<file path="config.mk">
export PLATFORM = sky130hd
export DESIGN_NAME = atsm_ram
export DESIGN_NICKNAME = d
export VERILOG_FILES = /design/src/hw/rtl/atsm_ram.sv
export SDC_FILE = /design/constraint.sdc
export NUM_CORES = 2
export LEC_CHECK = 0
export ABC_AREA = 0
export BUFFER_PORTS_ARGS = -buffer_cell sky130_fd_sc_hd__buf_2
export CAP_MARGIN = 5
export CORE_MARGIN = 8
export CORE_UTILIZATION = 45
export CTS_CLUSTER_DIAMETER = 60
export DETAILED_ROUTE_END_ITERATION = 16
export GPL_TIMING_DRIVEN = 0
export PLACE_DENSITY = 0.57
export SLEW_MARGIN = 20
export SYNTH_ARGS = -nofsm -noshare
export SYNTH_HDL_FRONTEND = slang
export SYNTH_SLANG_ARGS = --single-unit
</file>
<file path="constraint.sdc">
create_clock -name clk_i -period 4.1 [get_ports clk_i]
set_input_delay 0.41 -clock clk_i [delete_from_list [all_inputs] [get_ports clk_i]]
set_output_delay 0.41 -clock clk_i [all_outputs]
set_load 0.01 [all_outputs]
</file>
<file path="src/hw/rtl/atsm_ram.sv">
// Generic single-port synchronous RAM with a registered read.
module atsm_ram #(
  parameter int unsigned Width = 16,
  parameter int unsigned Depth = 256
) (
  input  logic                     clk_i,
  input  logic                     we_i,
  input  logic [$clog2(Depth)-1:0] addr_i,
  input  logic [Width-1:0]         wdata_i,
  output logic [Width-1:0]         rdata_o
);
  logic [Width-1:0] mem_q [Depth];

  always_ff @(posedge clk_i) begin
    if (we_i) begin
      mem_q[addr_i] <= wdata_i;
    end
    rdata_o <= mem_q[addr_i];
  end
endmodule
</file>
; After elaboration in Yosys (flattened, before gate mapping)
; Memory sizes are Yosys's and may differ from the RTL's. A register that Yosys moved wholly into a read port is not among the register bits.
; Index checks and enable logic that the tools add are counted.
[op_classes]
n_mux = 2
[ops]
columns = cell, count
row1 = $mux 1, 2
[word_totals]
regBits = 0
ramBits = 4096
inputBits = 26
output_inout_bits = 16
word_cells = 3
memories = 1
[memory_table]
columns = name, depth, word_bits, read_ports, rd_ports_with_merged_regs, write_ports, line_no
row1 = mem_q, 256, 16, 1, 1, 1, 12  ; logic [Width-1:0] mem_q [Depth];

; Logic depth before layout (Yosys ltp)
[depth]
ltp_word = 2
depth_mapped = 10
depth_no_buf = 5

; Worst setup path after synthesis
; Ideal clock, no wire load.
[synth_timing]
kind = input-to-reg
from = in addr_i[0]
to = mem mem_q[145][0] (enable)
setup_time_ns = 0.409
arrival_ns = 2.699
t_required_ns = 3.691
slack_ns = 0.992
stages = 7
n_path_buf = 5
cell_sequence = clkbuf_1 > buf_6 > clkbuf_1 > buf_2 > nand2b_1 > clkbuf_1 > nor3_1
[synth_lines]
columns = item, line_no
row1 = from (decl), 8  ; input logic [$clog2(Depth)-1:0] addr_i,
row2 = to (decl), 12
; Straight into the memory's write port.

==> impl_metrics.xml <==
<?xml version="1.0" encoding="UTF-8"?>
<metrics>
  <group name="detailed_routing">
    <metric name="ant_nets" unit="">0</metric>
    <metric name="route.detailed.wl_per_inst" unit="um">37.4</metric>
    <metric name="route.vias.total" unit="">77900</metric>
    <metric name="route.detailed.vias_per_inst" unit="">6.26</metric>
    <metric name="drcViolationCount" unit="">0</metric>
    <metric name="dr.pass1.iters" unit="">6</metric>
    <metric name="dr_iter_0_viols" unit="">11500</metric>
    <metric name="final_wirelength" unit="mm">466</metric>
  </group>
  <group name="timing">
    <metric name="timing_max_transition_violations_final" unit="">0</metric>
    <metric name="setup_total_negative_slack" unit="ps">-2180</metric>
    <metric name="report.final.setup_viol" unit="">15</metric>
    <metric name="slew-limit-headroom" unit="">0.133</metric>
    <metric name="final.min_clock_period" unit="ps">4410</metric>
    <metric name="final.period_utilization" unit="">1.07</metric>
    <metric name="worst_margin_pin_slew" unit="ps">1300</metric>
    <metric name="clock.fmax" unit="GHz">0.227</metric>
    <metric name="hold_viol_final" unit="">0</metric>
    <metric name="skew" unit="ps">59.8</metric>
    <metric name="rsz0062_at_grt" unit="">true</metric>
    <metric name="postLayoutSetupSlackWorst" unit="ps">-306</metric>
  </group>
  <group name="synthesis">
    <metric name="yosysSeqAreaShare" unit="">0.794</metric>
    <metric name="synthesis.area_per_instance" unit="um^2">23.1</metric>
    <metric name="ys_ff_latch" unit="">4112</metric>
    <metric name="synthesis.yosys.warnings" unit="">0</metric>
    <metric name="synth_nets" unit="">6753</metric>
    <metric name="area_of_the_mapped_netlist" unit="um^2">155000</metric>
    <metric name="synthesis.instances" unit="">6727</metric>
    <metric name="synthDistinctLibCells" unit="">22</metric>
  </group>
  <group name="place">
    <metric name="io_buffers" unit="">37</metric>
    <metric name="dpl.hpwl" unit="mm">321</metric>
    <metric name="gpl.final_weighted_congestion" unit="">0.957</metric>
  </group>
  <group name="clock_tree">
    <metric name="clock_tree.root_cell" unit="">sky130_fd_sc_hd__clkbuf_16</metric>
    <metric name="ctsHtreeMaxLevel" unit="">5</metric>
    <metric name="ctsLongestPathBuffers" unit="">4</metric>
    <metric name="worst_setup_hold_path_clk_slew" unit="ps">60</metric>
    <metric name="clock_insertion_delay_worst_skew" unit="ps">970</metric>
    <metric name="number_of_clock_sinks_seen_by_cts" unit="">4112</metric>
    <metric name="numCtsBuffers" unit="">417</metric>
    <metric name="cts_tree" unit="">done</metric>
  </group>
  <group name="critical_path">
    <metric name="crit_cells" unit="">10</metric>
    <metric name="worst_r2r_path_depth" unit="">5</metric>
    <metric name="cp-start-kind" unit="">input port</metric>
    <metric name="crit_family" unit="">buffers and inverters</metric>
    <metric name="timing.setup.critical_path_class" unit="">in -&gt; reg</metric>
    <metric name="cpPeakStageDelay" unit="ps">1010</metric>
    <metric name="cp_common_cell" unit="">sky130_fd_sc_hd__clkbuf_1</metric>
    <metric name="cp_cell_sequence" unit="">clkbuf_1 -&gt; buf_2 -&gt; clkbuf_2 -&gt; buf_16 -&gt; clkbuf_1 -&gt; mux4_2 -&gt; a22oi_1 -&gt; a21oi_1 -&gt; o41ai_1 -&gt; nand4_1</metric>
    <metric name="critPathBufInv" unit="">5</metric>
    <metric name="critical_path.slowest_cell" unit="">sky130_fd_sc_hd__o41ai_1</metric>
    <metric name="critPathRequiredTime" unit="ps">4740</metric>
    <metric name="critical_path_peak_fanout" unit="">14</metric>
    <metric name="timing.critical_path.to_type" unit="">register</metric>
    <metric name="timing.critical_path.arrival" unit="ps">5050</metric>
  </group>
  <group name="global_route">
    <metric name="grt_pass1_vias" unit="">77700</metric>
    <metric name="grt-ovfl-total" unit="">0</metric>
    <metric name="grt_use_total" unit="">0.252</metric>
    <metric name="antenna_found_initial" unit="">39</metric>
    <metric name="grt_pass1_wl" unit="mm">639</metric>
    <metric name="grt_start_max_net_pins" unit="">110</metric>
  </group>
  <group name="cells_and_area">
    <metric name="multi_input_area" unit="um^2">31400</metric>
    <metric name="final-seq-area" unit="um^2">123000</metric>
    <metric name="areaGrowthSynthToFinish" unit="%">16.5</metric>
    <metric name="final_net_count" unit="">7544</metric>
    <metric name="fillCellCount" unit="">26500</metric>
    <metric name="post_route_cells_drive_above_1_share" unit="">0.312</metric>
  </group>
  <group name="floorplan">
    <metric name="chipHeight" unit="um">604</metric>
    <metric name="floorplan.initialDensity" unit="">0.453</metric>
    <metric name="fp.dieW" unit="um">604</metric>
    <metric name="core_area" unit="um^2">343000</metric>
    <metric name="num_rows" unit="">215</metric>
    <metric name="die_area" unit="um^2">364000</metric>
    <metric name="boundaryPins" unit="">42</metric>
  </group>
  <group name="flow_run">
    <metric name="maxCapViolations" unit="">0</metric>
  </group>
  <group name="worst_hold_path">
    <metric name="timing.hold.worst.class" unit="">in -&gt; reg</metric>
    <metric name="holdPathStages" unit="">4</metric>
  </group>
  <group name="power">
    <metric name="p_leak" unit="uW">0.0554</metric>
    <metric name="post-layout-total-power" unit="uW">87900</metric>
    <metric name="power-per-cell-area" unit="nW/um^2">485</metric>
    <metric name="irDropWorstVdd" unit="V">0.000427</metric>
  </group>
  <group name="run_status">
    <metric name="violated_checks" unit="">setup timing</metric>
    <metric name="outcome" unit="">finished with violations</metric>
  </group>
</metrics>
## cell usage after synthesis
| cell | count | area (um^2) |
|---|---|---|
| sky130_fd_sc_hd__a21oi_1 | 256 | 1280 |
| sky130_fd_sc_hd__or3_1 | 1 | 6.26 |
| sky130_fd_sc_hd__nand3_1 | 13 | 65.1 |
| sky130_fd_sc_hd__nand4_1 | 16 | 100 |
| sky130_fd_sc_hd__nand2b_1 | 6 | 37.5 |
| sky130_fd_sc_hd__nor3_1 | 30 | 150 |
| sky130_fd_sc_hd__dfxtp_1 | 16 | 320 |
| sky130_fd_sc_hd__nor2b_1 | 7 | 43.8 |
| sky130_fd_sc_hd__nor2_1 | 232 | 871 |
| sky130_fd_sc_hd__buf_4 | 16 | 120 |
| sky130_fd_sc_hd__a22oi_1 | 512 | 3840 |
| sky130_fd_sc_hd__o41ai_1 | 64 | 561 |
| sky130_fd_sc_hd__nand2_1 | 28 | 105 |
| sky130_fd_sc_hd__edfxtp_1 | 4096 | 123000 |
| sky130_fd_sc_hd__or2_2 | 2 | 12.5 |
| sky130_fd_sc_hd__mux4_2 | 1024 | 23100 |
| sky130_fd_sc_hd__buf_2 | 76 | 380 |
| sky130_fd_sc_hd__buf_6 | 25 | 282 |
| sky130_fd_sc_hd__clkbuf_1 | 249 | 935 |
| sky130_fd_sc_hd__inv_1 | 1 | 3.75 |
| sky130_fd_sc_hd__buf_1 | 54 | 203 |
| sky130_fd_sc_hd__and2_1 | 3 | 18.8 |
## sequential cells by signal, indices dropped and copies added (netlist names)
name	flops
rdata_o	16
mem_q	4096
## area by class of cell
type | instances | share of cell area
Sequential cell | 4112 | 0.681
Multi-Input combinational cell | 2194 | 0.173
Clock buffer | 518 | 0.0605
Tap cell | 4557 | 0.0315
Timing Repair Buffer | 377 | 0.0296
Clock inverter | 248 | 0.0120
Buffer | 415 | 0.0112
Antenna cell | 26 | 0.000359
Inverter | 1 | 0.0000207
## path summary, 6_finish.rpt
| check | endpoint | slack, ps | startpoint |
|---|---|---|---|
| hold reg to reg | rdata_o[0] | 1280 | mem_q[4][0] |
| setup / recovery | rdata_o[15] | -310 | addr_i[1] |
| hold / removal | mem_q[2][15] | 280 | addr_i[7] |
| setup reg to reg | rdata_o[14] | 520 | mem_q[187][14] |
## layer usage
| metal | wire length (um) | vias to the layer above | global-route usage |
|---|---|---|---|
| li1 | - | 30800 | - |
| met1 | 180000 | 42300 | 0.346 |
| met2 | 214000 | 4083 | 0.385 |
| met3 | 47100 | 782 | 0.0612 |
| met4 | 24400 | 12 | 0.113 |
| met5 | 272 | - | 0.00410 |
## stage by stage
step / worst slack [ps] / hold slack (ps) / std cells / utilization / area [um^2]
5_1_grt: 2.05 / 265 / 12400 / 0.527 / 181000
3_3_place_gp: -4370 / 813 / 11300 / 0.470 / 161000
6_report: -306 / 280 / 12400 / 0.527 / 181000
4_1_cts: 3.47 / 203 / 12400 / 0.527 / 181000
3_5_place_dp: -1980 / 660 / 11600 / 0.487 / 167000
2_1_floorplan: 992 / 509 / 6727 / - / 155000
## timing repair
action	4_1_cts	5_1_grt
endpoints found under the setup margin	880	132
hold endpoints to repair	749	0
gates resized for setup	37	22
buffers inserted	1	0
pin swaps	5	1
hold buffers	16	0
## tightest hold or removal path: cells and delay by family
kind / cells / cell delay, ps
AND/OR/NAND/NOR: 3 / 500
buffers and inverters: 1 / 150
## power by group
part           internal [uW]  switching (uW)  total [uW]  leakage, uW
Sequential             46300            27.0       46400       0.0369
Combinational           1450            3200        4650       0.0120
Clock                  20600           16200       36800      0.00642
## layout by cell type, fill, tap and decap left out, drive strengths merged
cell type | netlist | routed
clkinv | 0 | 194
nand3 | 13 | 13
nand2b | 6 | 6
nor3 | 30 | 30
edfxtp | 4096 | 4096
o41ai | 64 | 64
clkbuf | 249 | 766
nand4 | 16 | 16
buf | 171 | 528
bufinv | 0 | 25
mux4 | 1024 | 1024
nand2 | 28 | 28
clkinvlp | 0 | 13
dlygate4sd3 | 0 | 16
a21oi | 256 | 256
dfxtp | 16 | 16
a22oi | 512 | 512
and2 | 3 | 3
nor2 | 232 | 232
inv | 1 | 17
diode | 0 | 26
nor2b | 7 | 7
or3 | 1 | 1
or2 | 2 | 2
## logic make-up (layout without fill, tap and decap cells)
logic type | Yosys count | after routing | synth area share
flip-flops | 4112 | 4112 | 0.794
multiplexers | 1024 | 1024 | 0.148
AND/OR/NAND/NOR | 338 | 338 | 0.00907
other | 0 | 26 | 0
buffers and inverters | 421 | 1559 | 0.0124
AO/OA/AOI/OAI | 832 | 832 | 0.0366
No activity file was read; power rests on OpenSTA's default activity.
